===== config.mk =====
export PLATFORM = sky130hd
export DESIGN_NAME = i2c_master_bit_sequencer_top
export DESIGN_NICKNAME = d
export VERILOG_FILES = /design/src/hw/rtl/i2cbs_pkg.sv /design/src/hw/rtl/i2c_master_bit_sequencer_top.sv
export SDC_FILE = /design/constraint.sdc
export NUM_CORES = 1
export LEC_CHECK = 0
export BUFFER_PORTS_ARGS = -buffer_cell sky130_fd_sc_hd__clkbuf_2
export CORE_ASPECT_RATIO = 1.75
export CORE_MARGIN = 1.5
export CORE_UTILIZATION = 51
export DETAILED_ROUTE_END_ITERATION = 16
export GPL_TIMING_DRIVEN = 0
export PLACE_DENSITY = 0.75
export SYNTH_ARGS = -nofsm -noshare
export SYNTH_HDL_FRONTEND = slang
export SYNTH_SLANG_ARGS = --single-unit
export TNS_END_PERCENT = 10

===== constraint.sdc =====
create_clock -name clk -period 3.3 [get_ports clk]
set_input_delay 0.825 -clock clk [delete_from_list [all_inputs] [get_ports clk]]
set_output_delay 0.825 -clock clk [all_outputs]
set_load 0.01 [all_outputs]

===== src/hw/rtl/i2cbs_pkg.sv =====
`default_nettype none

package i2cbs_pkg;

  // Command codes, same values as the opcode field.
  typedef enum logic [2:0] {
    CMD_NONE  = 3'd0,
    CMD_START = 3'd1,
    CMD_STOP  = 3'd2,
    CMD_WRITE = 3'd3,
    CMD_READ  = 3'd4
  } cmd_t;

  // Data bits per byte; the slot after them is the ACK slot.
  localparam int unsigned ByteBits = 8;
  localparam int unsigned BitCntW  = $clog2(ByteBits + 1);

  localparam logic [BitCntW-1:0] AckSlot = BitCntW'(ByteBits);

  // Phase numbers inside one slot.
  localparam logic [1:0] PhSet     = 2'd0;
  localparam logic [1:0] PhRise    = 2'd1;
  localparam logic [1:0] PhSample  = 2'd2;
  localparam logic [1:0] PhFall    = 2'd3;
  localparam logic [1:0] PhWrFall  = 2'd2;

endpackage

`default_nettype wire


===== src/hw/rtl/i2c_master_bit_sequencer_top.sv =====
// A result is registered and appears in the cycle after its input transaction is accepted.
// Throughput: one input transaction per cycle while in_stall is low; each input is one line step.
// Input stall follows output stall only while a result is held unread.
// Reset (rst, synchronous, active high): sequencer idle, both lines
// released, shift byte, ACK choice and NAK flag cleared, no result held.
`default_nettype none

module i2c_master_bit_sequencer_top (
  input  wire logic       clk,
  input  wire logic       rst,
  // input channel
  input  wire logic       in_valid,
  output logic            in_stall,
  input  wire logic [2:0] opcode,
  input  wire logic [7:0] write_data,
  input  wire logic       send_ack,
  input  wire logic       sda_level,
  // result channel
  output logic            out_valid,
  input  wire logic       out_stall,
  output logic            sda_low,
  output logic            scl_low,
  output logic            busy_res,
  output logic            done_res,
  output logic            nak,
  output logic [7:0]      read_data
);

  // Sequencer state. The step number of a byte command is kept as a
  // slot counter (one slot per bit, ACK slot last) and a phase within
  // the slot, so no divide by three is needed.
  i2cbs_pkg::cmd_t                         cmd, cmd_next;
  logic [1:0]                              ph, ph_next;
  logic [i2cbs_pkg::BitCntW-1:0]           bitcnt, bitcnt_next;
  logic [7:0]                              shift_byte, shift_byte_next;
  logic                                    ack_choice, ack_choice_next;
  logic                                    sda_drive, sda_drive_next;
  logic                                    scl_drive, scl_drive_next;
  logic                                    nak_flag, nak_flag_next;

  // Working copies after a possible command load in this tick.
  i2cbs_pkg::cmd_t                         cmd_c;
  logic [1:0]                              ph_c;
  logic [i2cbs_pkg::BitCntW-1:0]           bitcnt_c;
  logic [7:0]                              shift_c;
  logic                                    ack_c;
  logic                                    nak_c;

  logic                                    ack_slot;
  logic                                    rd_slot;
  logic                                    wbit;
  logic                                    slot_end;
  logic                                    busy_v;
  logic                                    done_v;
  logic                                    nak_v;
  logic [7:0]                              rdata_v;

  logic                                    accept;

  // The result register frees up in the same cycle its transaction is taken,
  // so the input is held off only when a result waits and is stalled.
  assign in_stall = out_valid & out_stall;
  assign accept   = in_valid & ~in_stall;

  always_comb begin
    // Load a new command only when idle; unused opcodes are ignored.
    cmd_c    = cmd;
    ph_c     = ph;
    bitcnt_c = bitcnt;
    shift_c  = shift_byte;
    ack_c    = ack_choice;
    nak_c    = nak_flag;
    if (cmd == i2cbs_pkg::CMD_NONE &&
        (opcode inside {[i2cbs_pkg::CMD_START:i2cbs_pkg::CMD_READ]})) begin
      cmd_c    = i2cbs_pkg::cmd_t'(opcode);
      ph_c     = '0;
      bitcnt_c = '0;
      nak_c    = 1'b0;
      ack_c    = send_ack;
      shift_c  = (opcode == i2cbs_pkg::CMD_WRITE) ? write_data : 8'd0;
    end

    cmd_next        = cmd_c;
    ph_next         = ph_c;
    bitcnt_next     = bitcnt_c;
    shift_byte_next = shift_c;
    ack_choice_next = ack_c;
    nak_flag_next   = nak_c;
    sda_drive_next  = sda_drive;
    scl_drive_next  = scl_drive;

    ack_slot = (bitcnt_c == i2cbs_pkg::AckSlot);
    // Write byte reads only in its ACK slot; read byte reads everywhere else.
    rd_slot  = (cmd_c == i2cbs_pkg::CMD_WRITE) ? ack_slot : ~ack_slot;
    // Bit for a write slot: data MSB, or the host ACK (low) / NAK (released).
    wbit     = (cmd_c == i2cbs_pkg::CMD_WRITE) ? shift_c[7] : ~ack_c;
    slot_end = 1'b0;
    done_v   = 1'b0;
    busy_v   = (cmd_c != i2cbs_pkg::CMD_NONE);

    case (cmd_c)
      i2cbs_pkg::CMD_START: begin
        case (ph_c)
          i2cbs_pkg::PhSet:    sda_drive_next = 1'b0;
          i2cbs_pkg::PhRise:   scl_drive_next = 1'b0;
          i2cbs_pkg::PhSample: sda_drive_next = 1'b1;
          default:             scl_drive_next = 1'b1;
        endcase
        done_v  = (ph_c == i2cbs_pkg::PhFall);
        ph_next = ph_c + 2'd1;
      end
      i2cbs_pkg::CMD_STOP: begin
        case (ph_c)
          i2cbs_pkg::PhSet:  sda_drive_next = 1'b1;
          i2cbs_pkg::PhRise: scl_drive_next = 1'b0;
          default:           sda_drive_next = 1'b0;
        endcase
        done_v  = (ph_c == i2cbs_pkg::PhWrFall);
        ph_next = ph_c + 2'd1;
      end
      i2cbs_pkg::CMD_WRITE, i2cbs_pkg::CMD_READ: begin
        if (rd_slot) begin
          case (ph_c)
            i2cbs_pkg::PhSet:  sda_drive_next = 1'b0;
            i2cbs_pkg::PhRise: scl_drive_next = 1'b0;
            i2cbs_pkg::PhSample: begin
              if (cmd_c == i2cbs_pkg::CMD_WRITE) begin
                nak_flag_next = sda_level;
              end else begin
                shift_byte_next = {shift_c[6:0], sda_level};
              end
            end
            default: scl_drive_next = 1'b1;
          endcase
          slot_end = (ph_c == i2cbs_pkg::PhFall);
        end else begin
          case (ph_c)
            i2cbs_pkg::PhSet:  sda_drive_next = ~wbit;
            i2cbs_pkg::PhRise: scl_drive_next = 1'b0;
            default: begin
              scl_drive_next = 1'b1;
              if (cmd_c == i2cbs_pkg::CMD_WRITE) begin
                shift_byte_next = {shift_c[6:0], 1'b0};
              end
            end
          endcase
          slot_end = (ph_c == i2cbs_pkg::PhWrFall);
        end
        if (slot_end) begin
          ph_next     = '0;
          bitcnt_next = bitcnt_c + 1'b1;
          done_v      = ack_slot;
        end else begin
          ph_next = ph_c + 2'd1;
        end
      end
      default: ;
    endcase

    nak_v   = done_v & (cmd_c == i2cbs_pkg::CMD_WRITE) & nak_flag_next;
    rdata_v = (done_v && cmd_c == i2cbs_pkg::CMD_READ) ? shift_byte_next : 8'd0;

    if (done_v) begin
      cmd_next    = i2cbs_pkg::CMD_NONE;
      ph_next     = '0;
      bitcnt_next = '0;
    end
  end

  // Sequencer state advances once per accepted input transaction.
  always_ff @(posedge clk) begin
    if (rst) begin
      cmd        <= i2cbs_pkg::CMD_NONE;
      ph         <= '0;
      bitcnt     <= '0;
      shift_byte <= '0;
      ack_choice <= 1'b0;
      sda_drive  <= 1'b0;
      scl_drive  <= 1'b0;
      nak_flag   <= 1'b0;
    end else if (accept) begin
      cmd        <= cmd_next;
      ph         <= ph_next;
      bitcnt     <= bitcnt_next;
      shift_byte <= shift_byte_next;
      ack_choice <= ack_choice_next;
      sda_drive  <= sda_drive_next;
      scl_drive  <= scl_drive_next;
      nak_flag   <= nak_flag_next;
    end
  end

  // Result register: valid is control, the fields are plain payload.
  always_ff @(posedge clk) begin
    if (rst) begin
      out_valid <= 1'b0;
    end else if (accept) begin
      out_valid <= 1'b1;
    end else if (!out_stall) begin
      out_valid <= 1'b0;
    end
  end

  always_ff @(posedge clk) begin
    if (accept) begin
      sda_low   <= sda_drive_next;
      scl_low   <= scl_drive_next;
      busy_res  <= busy_v;
      done_res  <= done_v;
      nak       <= nak_v;
      read_data <= rdata_v;
    end
  end

endmodule

`default_nettype wire


---- Word-level counts from Yosys, hierarchy flattened ----
Cells that the tools add are included.
W data, S select, Z words.
operators by class
  muxes and demuxes ....................... 43
  bitwise gates (word level) .............. 8
  equality and inequality tests ........... 10
  $lt $le $gt $ge ......................... 2
  reduce and logical (&&, ||, !) cells .... 10
  add/subtract/negate cells ............... 2
operators with widths
  cell                   number
  $mux W8                8
  $mux W1                18
  $mux W4                4
  $eq A3 B2 Y1 const B   3
  $pmux W1 S3            3
  $pmux W1 S2            4
  $reduce_or A2 Y1       4
  $mux W2                3
  $mux W3                2
  $add A4 B1 Y4 const B  1
  $and A1 B1 Y1          4
  $eq A2 B2 Y1 const B   2
  $eq A4 B4 Y1 const B   1
  $not A1 Y1             4
  $pmux W2 S2            1
  $eq A3 B1 Y1 const B   1
  $eq A3 B3 Y1 const B   1
  $ge A3 B1 Y1 const B   1
  $le A3 B3 Y1 const B   1
  $logic_and A1 B1 Y1    3
  $logic_not A3 Y1       1
  $reduce_bool A3 Y1     1
  $add A2 B1 Y2 const B  1
  $eq A2 B1 Y1 const B   1
  2 further kinds        2
word-level totals
  input port bits ......................... 17
  output and inout port bits .............. 15
  register bits after elaboration ......... 35
  word-level logic and storage cells ...... 90

---- Logic depth before layout (Yosys ltp) ----
Gate-level depths: netlist of the first run.
  depth after elaboration ................. 13
  gate-level depth with buffers ........... 14
  mapped depth without buffers ............ 12

---- Worst setup path before layout of the first run ----
OpenSTA, ideal clock, no wires.
  path kind ............................... input-to-reg
  start point ............................. input opcode[1]
  end point ............................... register shift_byte[7]
  required time ........................... 3229 ps
  setup time .............................. 71 ps
  buffers on the path ..................... 2
  slack ................................... -287 ps
  data arrival time ....................... 3517 ps
  stages on the path ...................... 12
  path through ............................ buf_2 > or3_1 > nand3_1 > clkbuf_1 > nand2_1 > ha_1 > and3b_1 > or4_1 > o21ai_2 > a211oi_1 > a211o_1 > a21oi_1
between the ends
  word-level cells in the longest chain between the ends .. 9
  elaborated cells between the ends (all ways) .. 26
  classes of those cells .................. order compare (2); eq/ne (6); mux (12); bitwise (1); reduce/logical (5)
ends and longest elaborated chain
  element                                       RTL line                             RTL
  from (decl)                                   i2c_master_bit_sequencer_top.sv:14   input wire logic [2:0] opcode,
  $ge A3 B1 Y1 or $le A3 B3 Y1 (tied branches)  i2c_master_bit_sequencer_top.sv:74   (opcode inside {[i2cbs_pkg::CMD_START:i2cbs_pkg::CMD_READ]})) begin
  $logic_and A1 B1 Y1                           i2c_master_bit_sequencer_top.sv:74
  $logic_and A1 B1 Y1                           i2c_master_bit_sequencer_top.sv:73   if (cmd == i2cbs_pkg::CMD_NONE &&
  $mux W3 (tied with other cells)               i2c_master_bit_sequencer_top.sv:73
  $eq A3 B2 Y1 (tied with other cells)          --
  $mux W8 (tied with other cells)               i2c_master_bit_sequencer_top.sv:142  if (cmd_c == i2cbs_pkg::CMD_WRITE) begin
  $mux W8 (tied with other cells)               i2c_master_bit_sequencer_top.sv:137  case (ph_c)
  $mux W8                                       i2c_master_bit_sequencer_top.sv:122  if (rd_slot) begin
  $mux W8 *                                     i2c_master_bit_sequencer_top.sv:101  case (cmd_c)
  to (signal assigned)                          i2c_master_bit_sequencer_top.sv:185  shift_byte <= shift_byte_next;
  to (decl)                                     i2c_master_bit_sequencer_top.sv:35   logic [7:0] shift_byte, shift_byte_next;
Every way passes the cells marked *; elsewhere a longest branch is shown, timed or not.
A chain may end at the register's enable or synchronous reset.

---- Final worst setup path of the first run ----
  start point ............................. input opcode[2]
  end point ............................... register read_data[0] (data pin)
between the ends
  word-level cells in the longest chain between the ends .. 12
  elaborated cells between the ends (all ways) .. 34
  classes of those cells .................. order compare (2); eq/ne (9); mux (16); bitwise (1); reduce/logical (6)
ends and longest elaborated chain
  element                                       RTL line                             RTL
  $ge A3 B1 Y1 or $le A3 B3 Y1 (tied branches)  i2c_master_bit_sequencer_top.sv:74
  $logic_and A1 B1 Y1                           i2c_master_bit_sequencer_top.sv:74
  $logic_and A1 B1 Y1                           i2c_master_bit_sequencer_top.sv:73
  $mux W4                                       i2c_master_bit_sequencer_top.sv:73
  $eq A4 B4 Y1                                  i2c_master_bit_sequencer_top.sv:92   ack_slot = (bitcnt_c == i2cbs_pkg::AckSlot);
  $not A1 Y1                                    i2c_master_bit_sequencer_top.sv:94   rd_slot = (cmd_c == i2cbs_pkg::CMD_WRITE) ? ack_slot : ~ack_slot;
  $mux W1                                       i2c_master_bit_sequencer_top.sv:94
  $mux W1                                       i2c_master_bit_sequencer_top.sv:122
  $mux W1                                       i2c_master_bit_sequencer_top.sv:101
  $mux W1                                       i2c_master_bit_sequencer_top.sv:149  if (slot_end) begin
  $pmux W1 S3                                   i2c_master_bit_sequencer_top.sv:101
  $logic_and A1 B1 Y1                           i2c_master_bit_sequencer_top.sv:161  rdata_v = (done_v && cmd_c == i2cbs_pkg::CMD_READ) ? shift_byte_next : 8'd0;
  to (signal assigned)                          i2c_master_bit_sequencer_top.sv:211  read_data <= rdata_v;
  to (decl)                                     i2c_master_bit_sequencer_top.sv:26   output logic [7:0] read_data
Parallel ways exist; a longest one is shown, timed or not. The select of a mux whose other input is x is not followed.

==> impl_results.md, run 1 <==
- Status: complete, no violations
- Routed wl met2: 3290 um
- Met1 WL: 2190 um
- Post-DP Area: 2460 um^2
- Via density: 6.13
- Gpl congestion: 0.932
- Post-Route WL: 5850 um
- Yosys reg bits: 35
- Initial Util: 53.2%
- GRT overflow: 0
- Ys async rst share: 0%
- Syn_nets: 281
- Die Width: 52.5 um
- Finished layout cell area: 2610 um^2
- Total CTS buffers: 5
- Finish-stage setup viols: 0
- Post-synth EDFFs: 13
- Dominant synthesized flop cell: dfxtp_1
- H-tree Lvls: 2
- Dominant cells by area after synthesis: dfxtp_1 20%, edfxtp_1 18%, a21oi_1 6.4%
- Footprint of the multi-input gates: 1310 um^2
- Max-slew violation count: 0
- Hold-fix buffers, CTS: 0
- First-pass GRT wire length: 9320 um
- Clock Sinks: 35
- Post-Place Setup Slack: -0.479 ns
- Worst Hold Launch: nak_flag
- Worst-Margin Slew: 1.14 ns
- VDD IR-drop max: 0.339 mV
- Synth cell types: 60
- PD cells: 378 nW/um^2
- DPL Wire Length: 4370 um
- Final hold viol count: 0
- CP Class: in -> reg
- Clk buf depth: 2
- DR iter-0 viols: 79
- Area delta synth->final: 19.5%
- First-pass DRT Iterations: 4
- CTS root buffer: clkbuf_8
- Mapped Cells: 258
- Mean Syn Cell Area: 8.47 um^2
- Max Freq: 307 MHz
- Critical Path End Type: flop
- Hold Crit Class: reg -> reg
- Nets: 320
- Tcrit/Tclk final: 98.7%
- DIE HEIGHT: 89.6 um
- Clock Skews: 0.00475 ns
- GRT Overall Usage: 26.7%
- Slowest CP cell: or3_4
- Routed len/inst: 16.9 um
- CP max stage delay: 0.40 ns
- Yosys top cell by area: dfxtp_1
- Top routing layer used: met4
- Top-area cell type share of the netlist area: 20.1%
- Post-layout min period: 3.26 ns
- Sequential share of the synthesized area: 38.0%
- WP data required: 3.32 ns
- DRC: 0
- Wire length on met3: 166 um
- DR vias: 2127
- Synth warn: 0
- R2r startpoint: cmd[2]
- Leak: 1.02 nW
- I/O Buffers: 28
- CP delay by family, top: simple AND/OR/NAND/NOR gates
- Pin count of the biggest net entering global routing: 23
- CP max FO: 10
- Clk_lat worst skew: 0.28 ns
- Initial antenna violation count: 0
- Io pins: 32
- Die ar.: 4700 um^2
- Crit path launch type: primary input
- Layout cell share with drive strength beyond 1: 24.8%
- # fillers: 382
- Row count: 31
- DRT antenna net count: 0
- Reg area: 831 um^2
- CTS tree: yes
- Maxcap violations: 0
- CP cell instances: clkbuf_2 > buf_6 > or3_4 > nand3_4 > buf_12 > nand2_4 > ha_2 > and3b_2 > o31ai_4 > o211ai_1 > o21ai_4 > buf_4 > nor2_1 > nor4b_1
- Critical path origin: opcode[2]
- Core ar.: 4110 um^2
- WP data arrival: 3.28 ns
- ANT cells: 0
- Synth Cell Area: 2190 um^2
- Slew HR: 24.1%
- Worst Path Buf+Inv: 4
- CTS clk-pin slew, worst paths: 0.07 ns
- RSZ-0062 raised after global routing: true
- Number of global-route vias before repair: 2022
- Final setup margin: 0.0415 ns
## Yosys cell counts, types with 2 or more instances
| master | count |
|---|---|
| a211o_1 | 2 |
| a211oi_1 | 2 |
| a21oi_1 | 28 |
| a22o_1 | 2 |
| a22oi_1 | 7 |
| a41oi_1 | 2 |
| and3_1 | 8 |
| and3b_1 | 2 |
| buf_2 | 8 |
| clkbuf_1 | 9 |
| dfxtp_1 | 22 |
| edfxtp_1 | 13 |
| ha_1 | 6 |
| inv_1 | 14 |
| mux2i_1 | 2 |
| nand2_1 | 25 |
| nand3_1 | 10 |
| nor2_1 | 29 |
| nor3_1 | 4 |
| nor3b_1 | 4 |
| o2111ai_1 | 2 |
| o211ai_1 | 2 |
| o21a_1 | 2 |
| o21ai_0 | 9 |
| o21ai_1 | 2 |
| o22ai_1 | 3 |
| o31ai_1 | 4 |
| or3_1 | 3 |
## power by group
group | total (mW) | switching (mW) | internal [mW]
clock | 0.296 | 0.151 | 0.145
combinational | 0.213 | 0.135 | 0.0774
sequential | 0.479 | 0.0102 | 0.468
total | 0.987 | 0.296 | 0.691
## layer usage
layer  global-route usage, %  vias to the layer above
met2                    52.2                       56
li1                        -                     1028
met1                    26.4                     1028
met5                       0                        -
met3                    4.80                       15
met4                    11.0                        0
## cell type report
class	instances	share of cell area (%)
buffer	18	4.12
clock buffer	6	2.78
clock inverter	2	0.335
inverter	14	2.01
multi-input combinational	191	50.1
sequential	35	31.8
tap	49	2.35
timing repair buffer	32	6.51
## cells by family after synthesis
logic type,after synthesis,synth area share (%)
adders and majority gates,6,3.43
xor gates and xnor gates,2,1.15
buffers and inverters,32,5.95
AOI/OAI and AO/OA,84,27.2
DFF,35,38.0
and+or+nand+nor,96,22.3
muxes,3,1.95
## worst register-to-register path, cell delays in order, from the launching register on
cell and delay [ns]:
dfxtp_1 0.35, clkbuf_1 0.24, nor3_2 0.30, nand3_4 0.16
buf_12 0.19, nand2_4 0.08, ha_2 0.16, and3b_2 0.26
o31ai_4 0.14, xnor2_2 0.38, mux2i_2 0.38, o2111ai_1 0.14
a32o_1 0.29
## registers in the layout (all words and copies together) (netlist names)
signal	flops
read_data	8
shift_byte	8
bitcnt	4
cmd	3
ph	2
ack_choice	1
busy_res	1
done_res	1
nak	1
nak_flag	1
out_valid	1
scl_drive	1
scl_low	1
sda_drive	1
sda_low	1
## metrics by stage
step	cells	power, mW	setup TNS [ns]	hold slack (ns)	utilization [%]
after floorplan	258	0.630	0	0.436	-
after global placement	335	0.687	-4.17	0.460	59.8
after detailed placement	335	0.690	-4.99	0.473	59.8
after CTS	344	0.982	-0.0120	0.482	62.3
after global routing	347	1.03	-0.522	0.504	63.5
final	347	0.987	0	0.477	63.5
## cell usage in the layout (no fill, tap or decap), types with 5 or more instances in the layout
| cell | n |
|---|---|
| and3_1 | 8 |
| nand3_1 | 9 |
| o21ai_0 | 8 |
| a22oi_1 | 7 |
| ha_1 | 5 |
| edfxtp_1 | 13 |
| nand2_1 | 22 |
| a21oi_1 | 28 |
| clkbuf_2 | 28 |
| nor2_1 | 29 |
| clkbuf_8 | 5 |
| inv_1 | 12 |
| buf_2 | 7 |
| dfxtp_1 | 22 |
| clkbuf_1 | 9 |
## timing repair
| item | in CTS | in global routing |
|---|---|---|
| buffers inserted | 1 | 3 |
| resized for setup | 2 | 7 |
| endpoints found under the setup margin | 5 | 16 |
| pin swaps | 1 | 4 |
## worst paths after layout
check | cells past startpoint | slack, ns | endpoint
worst max register to register | 12 | 0.13 | ph[0]
worst min register to register | 2 | 0.48 | nak_flag
worst min-delay path | 2 | 0.48 | nak_flag
worst max-delay path | 14 | 0.04 | read_data[0]
Power figures use the tool's default switching activity.
==> run 2: changes to the inputs <==
--- a/config.mk
+++ b/config.mk
@@ -5,13 +5,14 @@
 export SDC_FILE = /design/constraint.sdc
 export NUM_CORES = 1
 export LEC_CHECK = 0
+export ABC_AREA = 1
 export BUFFER_PORTS_ARGS = -buffer_cell sky130_fd_sc_hd__clkbuf_2
 export CORE_ASPECT_RATIO = 1.75
-export CORE_MARGIN = 1.5
-export CORE_UTILIZATION = 51
+export CORE_MARGIN = 3
+export CORE_UTILIZATION = 52
 export DETAILED_ROUTE_END_ITERATION = 16
 export GPL_TIMING_DRIVEN = 0
-export PLACE_DENSITY = 0.75
+export PLACE_DENSITY = 0.76
 export SYNTH_ARGS = -nofsm -noshare
 export SYNTH_HDL_FRONTEND = slang
 export SYNTH_SLANG_ARGS = --single-unit
==> run 2 against run 1 <==
  * Combinational power about the same
  * Maximum frequency up 4.4%
  * Via count down 0.71%
  * Power up 0.29%
  * Count of clock-buffer cells in the layout unchanged
  * Global-route usage down 6.1 points
  * Synthesized cell count up 26%
  * Synthesized area up 6.0%
  * Critical endpoint is now read_data[6]
  * Largest cell class unchanged
  * Highest routed layer unchanged
==> impl_results.md, run 2 <==
- WP data required: 3.34 ns (was 3.32 ns)
- Clk buf depth: 2 (unchanged)
- CP Class: in -> reg (unchanged)
- Tcrit/Tclk final: 94.6% (was 98.7%)
- H-tree Lvls: 2 (unchanged)
- Nets: 384 (was 320)
- Worst Path Buf+Inv: 5 (was 4)
- Post-DP Area: 2530 um^2 (was 2460 um^2)
- Syn_nets: 347 (was 281)
- Die Width: 56.5 um (was 52.5 um)
- Ys async rst share: 0% (unchanged)
- Most frequent cells after synthesis: 63 x inv_1, 60 x nand2_1, 28 x nor2_1, 24 x nand3_1, 22 x dfxtp_1 (was 29 x nor2_1, 28 x a21oi_1, 25 x nand2_1, 22 x dfxtp_1, 14 x inv_1)
- CTS clk-pin slew, worst paths: 0.07 ns (about the same)
- DPL Wire Length: 4040 um (was 4370 um)
- DR iter-0 viols: 57 (was 79)
- Top-area cell type share of the netlist area: 19.0% (was 20.1%)
- Critical Path End Type: flop (unchanged)
- GRT overflow: 0 (unchanged)
- Clk_lat worst skew: 0.28 ns (about the same)
- Sw power: 302 uW (was 296 uW)
- CP delay by family, top: simple AND/OR/NAND/NOR gates (unchanged)
- Total CTS buffers: 5 (unchanged)
- Synth warn: 0 (unchanged)
- Via density: 5.14 (was 6.13)
- CTS root buffer: clkbuf_8 (unchanged)
- Die ar.: 5320 um^2 (was 4700 um^2)
- Crit path launch type: primary input (unchanged)
- Int Power: 688 uW (was 691 uW)
- Synth Cell Area: 2320 um^2 (was 2190 um^2)
- ANT cells: 0 (unchanged)
- Clock Skews: 0.00473 ns (was 0.00475 ns)
- Final hold viol count: 0 (unchanged)
- Most frequent cells in the layout: 63 x inv_1, 59 x nand2_1, 30 x clkbuf_2 (was 29 x nor2_1, 28 x a21oi_1, 28 x clkbuf_2)
- Area delta synth->final: 13.6% (was 19.5%)
- Mapped Cells: 324 (was 258)
- I/O Buffers: 30 (was 28)
- Final setup margin: 0.179 ns (was 0.0415 ns)
- Total negative setup slack: 0 ns (unchanged)
- DIE HEIGHT: 94.3 um (was 89.6 um)
- Clock Sinks: 35 (unchanged)
- Comb power frac: 21.3% (was 21.6%)
- Row count: 31 (unchanged)
- Sw Share: 30.6% (was 30.0%)
- Core ar.: 4230 um^2 (was 4110 um^2)
- Yosys reg bits: 35 (unchanged)
- DRC: 0 (unchanged)
- First-pass DRT Iterations: 4 (unchanged)
- Worst-Margin Slew: 1.09 ns (was 1.14 ns)
- Max Freq: 320 MHz (was 307 MHz)
- Post-layout min period: 3.12 ns (was 3.26 ns)
- DR vias: 2112 (was 2127)
- Layout cell share with drive strength beyond 1: 23.5% (was 24.8%)
- Synth cell types: 32 (was 60)
- Reg power frac: 49.0% (was 48.5%)
- Initial Util: 54.8% (was 53.2%)
- Leak: 1.23 nW (was 1.02 nW)
- Yosys top cell by area: dfxtp_1 (unchanged)
- Sequential share of the synthesized area: 35.9% (was 38.0%)
- Finish-stage setup viols: 0 (unchanged)
- CTS tree: yes (unchanged)
- Initial antenna violation count: 0 (unchanged)
- PD cells: 376 nW/um^2 (was 378 nW/um^2)
- Worst hold margin: 0.469 ns (was 0.477 ns)
- VDD IR-drop max: 0.206 mV (was 0.339 mV)
- Gpl congestion: 0.870 (was 0.932)
- Max-slew violation count: 0 (unchanged)
- CP cell instances: clkbuf_2 > o21ai_2 > nand2_1 > nor2_4 > buf_6 > nor2_1 > inv_1 > ha_1 > nand2_1 > inv_1 > nand3_4 > inv_2 > nand4_1 > nand3_2 > nand2_4 > nand3_4 > nand2_2 > nand2_4 > nor2_1 (was clkbuf_2 > buf_6 > or3_4 > nand3_4 > buf_12 > nand2_4 > ha_2 > and3b_2 > o31ai_4 > o211ai_1 > o21ai_4 > buf_4 > nor2_1 > nor4b_1)
- Commonest non-fill, non-tap cell in the layout: inv_1 (was nor2_1)
- Clock share of power: 29.7% (was 30.0%)
- CP max stage delay: 0.21 ns (was 0.40 ns)
- Hold Crit Class: reg -> reg (unchanged)
- Post-Place Setup Slack: -0.441 ns (was -0.479 ns)
- Mean Syn Cell Area: 7.15 um^2 (was 8.47 um^2)
- First-pass GRT wire length: 8500 um (was 9320 um)
- Finished layout cell area: 2630 um^2 (was 2610 um^2)
- Dominant cells by area after synthesis: dfxtp_1 19%, edfxtp_1 17%, inv_1 10% (was dfxtp_1 20%, edfxtp_1 18%, a21oi_1 6.4%)
- Slew HR: 27.4% (was 24.1%)
- DRT antenna net count: 0 (unchanged)
- Dominant synthesized flop cell: dfxtp_1 (unchanged)
- Util after Layout: 62.2% (was 63.5%)
- Io pins: 32 (unchanged)
- Number of global-route vias before repair: 1982 (was 2022)
- Status: complete, no violations (unchanged)
- Post-synth EDFFs: 13 (unchanged)
- CP max FO: 19 (was 10)
- Most frequent cell after synthesis: inv_1 (was nor2_1)
- WP data arrival: 3.16 ns (was 3.28 ns)
- GRT Overall Usage: 20.6% (was 26.7%)
- Maxcap violations: 0 (unchanged)
- RSZ-0062 raised after global routing: false (was true)
- Largest regs: read_data: 8 flops, shift_byte: 8 flops, bitcnt: 4 flops (unchanged)
- Pin count of the biggest net entering global routing: 23 (unchanged)
- Routed len/inst: 12.5 um (was 16.9 um)
- # fillers: 406 (was 382)
- Post-Route WL: 5160 um (was 5850 um)
- Slowest CP cell: o21ai_2 (was or3_4)
run 2: cell count changes after synthesis, sizes merged, moves of 5 or more:
| cell | previous run | this run |
|---|---|---|
| o21ai | 12 | 32 |
| a22oi | 7 | 1 |
| inv | 14 | 72 |
| buf | 9 | 3 |
| nor3 | 5 | 0 |
| and3 | 8 | 0 |
| nand2 | 26 | 71 |
| nand3 | 10 | 32 |
| nand4 | 0 | 5 |
| a21oi | 29 | 22 |
run 2: worst register-to-register path: stages (launching register included):
cell and delay [ns]:
dfxtp_1 0.35, nor2_1 0.16, nand2_1 0.11, nor2_4 0.17
buf_6 0.20, nor2_1 0.09, inv_1 0.07, ha_1 0.13
nand2_1 0.05, inv_1 0.08, nand3_4 0.12, inv_2 0.12
nand4_1 0.21, nand3_2 0.19, nand2_4 0.10, nand3_4 0.09
nand2_2 0.09, nand2_4 0.13, nor2_1 0.07
run 2: layout make-up:
class / count / area, um^2 / area share (%)
Inverter: 72 / 270 / 10.3
Multi-Input combinational cell: 209 / 1180 / 45.1
Clock buffer: 6 / 72.6 / 2.76
Sequential cell: 35 / 831 / 31.6
Clock inverter: 2 / 7.51 / 0.285
Tap cell: 49 / 61.3 / 2.33
Buffer: 7 / 45.0 / 1.71
Timing Repair Buffer: 31 / 158 / 5.99
run 2: per-layer routing:
metal  wire, um  vias up  GRT usage [%]
li1           -     1108              -
met1       1960      959           19.3
met2       2930       39           40.4
met3        180        6           2.75
met4         80        0           12.3
met5          0        -              0
run 2: repair_timing:
action | 4_1_cts | 5_1_grt
gates resized for setup | 3 | 3
hold buffers | 0 | 0
setup buffers | 0 | 1
pin swaps | 0 | 1
setup endpoints to repair | 20 | 20
run 2: power by group through the flow:
stage | logic [mW] | registers, mW | clock network, mW
floorplan | 0.145 | 0.498 | 0
global placement | 0.206 | 0.494 | 0
finish | 0.211 | 0.485 | 0.294
global route | 0.237 | 0.487 | 0.323
detailed placement | 0.210 | 0.494 | 0
CTS | 0.212 | 0.485 | 0.297
run 2: final timing paths:
check / start / cells past startpoint / slack [ns] / to
min reg2reg: bitcnt[2] / 2 / 0.47 / bitcnt[2]
min: bitcnt[2] / 2 / 0.47 / bitcnt[2]
max: opcode[1] / 19 / 0.18 / read_data[6]
max reg2reg: cmd[1] / 18 / 0.53 / read_data[6]
run 2: cell families after synthesis:
| group | share of synthesized area (%) |
|---|---|
| flops | 35.9 |
| simple gates | 30.6 |
| fa+ha+maj | 3.24 |
| buf+inv | 13.8 |
| xor+xnor | 0.378 |
| compound gates | 16.2 |
run 2: metrics by stage:
step	cells	power, mW
5_1_grt	411	1.05
3_5_place_dp	403	0.704
3_3_place_gp	403	0.700
4_1_cts	411	0.994
6_report	411	0.990
2_1_floorplan	324	0.644
==> run 3: changes to the inputs <==
--- a/config.mk
+++ b/config.mk
@@ -9,10 +9,10 @@
 export BUFFER_PORTS_ARGS = -buffer_cell sky130_fd_sc_hd__clkbuf_2
 export CORE_ASPECT_RATIO = 1.75
 export CORE_MARGIN = 3
-export CORE_UTILIZATION = 52
+export CORE_UTILIZATION = 62
 export DETAILED_ROUTE_END_ITERATION = 16
 export GPL_TIMING_DRIVEN = 0
-export PLACE_DENSITY = 0.76
+export PLACE_DENSITY = 0.85
 export SYNTH_ARGS = -nofsm -noshare
 export SYNTH_HDL_FRONTEND = slang
 export SYNTH_SLANG_ARGS = --single-unit
==> constraint.sdc (replaced) <==
create_clock -name clk -period 3.75 [get_ports clk]
set_input_delay 0.9375 -clock clk [delete_from_list [all_inputs] [get_ports clk]]
set_output_delay 0.9375 -clock clk [all_outputs]
set_load 0.01 [all_outputs]
==> run 3 against run 2 <==
  * Sequential power decreased by 12%
  * Final cell count is 0.97% lower
  * Sequential share of layout area up 0.17 points
  * Sequential cell count unchanged
  * Largest cell class unchanged
  * Clock power down 6%
  * Power is 10% lower
  * Critical path depth rose by 1
  * Utilization rose by 13 points
  * Register-to-register slack improved by 0.20 ns
==> impl_results.md, run 3 (synthesized netlist as in run 2, its figures left out) <==
- Post-layout min period: 3.45 ns
- Most frequent cells in the layout: 63 x inv_1, 60 x nand2_1, 30 x clkbuf_2 (was 63 x inv_1, 59 x nand2_1, 30 x clkbuf_2)
- Clk buf depth: 2 (unchanged)
- Max-slew violation count: 0 (unchanged)
- Via density: 5.21 (was 5.14)
- Clock Skews: 0.00320 ns (was 0.00473 ns)
- CP cell instances: clkbuf_2 > o21ai_2 > nand2_1 > nor2_1 > buf_4 > buf_4 > nor2_1 > inv_1 > ha_1 > nand2_1 > inv_1 > nand3_4 > inv_2 > nand4_1 > nand3_2 > nand2_4 > nand3_4 > nand2_2 > nand2_2 > nor2_1 (was clkbuf_2 > o21ai_2 > nand2_1 > nor2_4 > buf_6 > nor2_1 > inv_1 > ha_1 > nand2_1 > inv_1 > nand3_4 > inv_2 > nand4_1 > nand3_2 > nand2_4 > nand3_4 > nand2_2 > nand2_4 > nor2_1)
- Maxcap violations: 0 (unchanged)
- Area delta synth->final: 13.0% (was 13.6%)
- R2R cell count: 19 (was 18)
- Status: complete, no violations (unchanged)
- WP data required: 3.79 ns (was 3.34 ns)
- PD cells: 340 nW/um^2 (was 376 nW/um^2)
- Largest regs: read_data: 8 flops, shift_byte: 8 flops, bitcnt: 4 flops (unchanged)
- DRT antenna net count: 0 (unchanged)
- Initial antenna violation count: 0 (unchanged)
- Clock share of power: 31.2% (was 29.7%)
- Nets: 384 (unchanged)
- Global routing met2 resource utilization: 47.1% (was 40.4%)
- Hold Crit Class: reg -> reg (unchanged)
- WP data arrival: 3.48 ns (was 3.16 ns)
- CTS tree: yes (unchanged)
- CTS root buffer: clkbuf_8 (unchanged)
- Worst hold margin: 0.470 ns (was 0.469 ns)
- VDD IR-drop max: 0.337 mV (was 0.206 mV)
- Sw power: 264 uW (was 302 uW)
- Leak: 1.22 nW (was 1.23 nW)
- Final setup margin: 0.303 ns (was 0.179 ns)
- Critical Path End Type: flop (unchanged)
- Int Power: 625 uW (was 688 uW)
- Io pins: 32 (unchanged)
- Reg power frac: 48.0% (was 49.0%)
- CP delay by family, top: simple AND/OR/NAND/NOR gates (unchanged)
- Core ar.: 3470 um^2 (was 4230 um^2)
- Row count: 28 (was 31)
- Total negative setup slack: 0 ns (unchanged)
- DRC: 0 (unchanged)
- Max Freq: 290 MHz
- Post-CTS Setup Repair Bufs: 0 (unchanged)
- Crit path launch type: primary input (unchanged)
- Slew HR: 29.1% (was 27.4%)
- Die Width: 52.2 um (was 56.5 um)
- First-pass DRT Iterations: 4 (unchanged)
- Commonest non-fill, non-tap cell in the layout: inv_1 (unchanged)
- Total CTS buffers: 5 (unchanged)
- Layout cell share with drive strength beyond 1: 23.2% (was 23.5%)
- Post-Place Setup Slack: -0.0301 ns (was -0.441 ns)
- H-tree Lvls: 2 (unchanged)
- Clock Sinks: 35 (unchanged)
- Slowest CP cell: buf_4 (was o21ai_2)
- GRT Overall Usage: 25.5% (was 20.6%)
- DIE HEIGHT: 86.9 um (was 94.3 um)
- Finish-stage setup viols: 0 (unchanged)
- CP max stage delay: 0.24 ns (was 0.21 ns)
- Global Route met1 Usage: 26.9% (was 19.3%)
- DR iter-0 viols: 77 (was 57)
- Crit path depth: 20 (was 19)
- First-pass GRT wire length: 8680 um (was 8500 um)
- Most Crowded Layer GR: met2 (unchanged)
- CP max FO: 10 (was 19)
- I/O Buffers: 30 (unchanged)
- Met3 GRT Util: 4.46% (was 2.75%)
- Sw Share: 29.7% (was 30.6%)
- Worst-Margin Slew: 1.06 ns (was 1.09 ns)
- Pin count of the biggest net entering global routing: 23 (unchanged)
- Comb power frac: 20.8% (was 21.3%)
- DPL Wire Length: 3970 um (was 4040 um)
- RSZ-0062 raised after global routing: false (unchanged)
- Clk_lat worst skew: 0.29 ns (was 0.28 ns)
- CTS clk-pin slew, worst paths: 0.07 ns (about the same)
- Gpl congestion: 0.958 (was 0.870)
- Power Total: 890 uW (was 990 uW)
- CP Class: in -> reg (unchanged)
- Worst Path Buf+Inv: 6 (was 5)
- DR vias: 2122 (was 2112)
- Util after Layout: 75.4% (was 62.2%)
- Routed len/inst: 12.7 um (was 12.5 um)
- Worst hold path depth: 2 (unchanged)
- Most common cell on crit path: nor2_1
- Number of global-route vias before repair: 1991 (was 1982)
- ANT cells: 0 (unchanged)
- Initial Util: 66.8% (was 54.8%)
- GRT overflow: 0 (unchanged)
- Final hold viol count: 0 (unchanged)
- Die ar.: 4530 um^2 (was 5320 um^2)
- Post-Route WL: 5160 um (about the same)
- Tcrit/Tclk final: 91.9%
run 3: cell types whose count changed in the layout (fill, tap and decap cells not counted), sizes merged:
cell	before	now
clkbuf	41	42
clkinv	2	1
run 3: power groups by stage:
stage	Combinational (mW)	Sequential (mW)	Clock, mW
after CTS	0.186	0.427	0.282
after floorplan	0.128	0.438	0
after global routing	0.211	0.428	0.300
final	0.185	0.427	0.277
after detailed placement	0.184	0.435	0
after global placement	0.181	0.434	0
run 3: metal layers:
metal | vias to the layer above | part of all wire [%]
met3 | 7 | 4.2
met1 | 964 | 38
li1 | 1106 | -
met4 | 0 | 1.7
met2 | 45 | 56
met5 | - | 0
run 3: what timing repair did:
action | 4_1_cts | 5_1_grt
hold buffers | 0 | 0
resized for setup | 0 | 1
endpoints found under the setup margin | 0 | 7
run 3: final cells by class:
cell class,instances,area [um^2]
Multi-Input combinational cell,209,1170
Fill cell,301,852
Timing Repair Buffer,30,150
Clock inverter,1,3.75
Inverter,72,270
Buffer,8,48.8
Clock buffer,7,86.3
Tap cell,45,56.3
Sequential cell,35,831
run 3: final timing paths:
check                           slack [ns]      endpoint  startpoint
worst min-delay path                  0.47         ph[1]       ph[1]
worst max-delay path                  0.30  read_data[5]   opcode[1]
worst min register to register        0.47         ph[1]       ph[1]
worst max register to register        0.73  read_data[5]      cmd[1]
run 3: worst register-to-register path: cells and delay by family, from the launching register on:
kind,cells,cell delay (ns)
adders and majority gates,1,0.14
buffers and inverters,5,0.70
DFF,1,0.35
and+or+nand+nor,13,1.58
run 3: through the flow:
stage,std cells,area [um^2]
floorplan,324,2320
global placement,399,2520
detailed placement,399,2520
CTS,407,2610
global route,407,2620
finish,407,2620
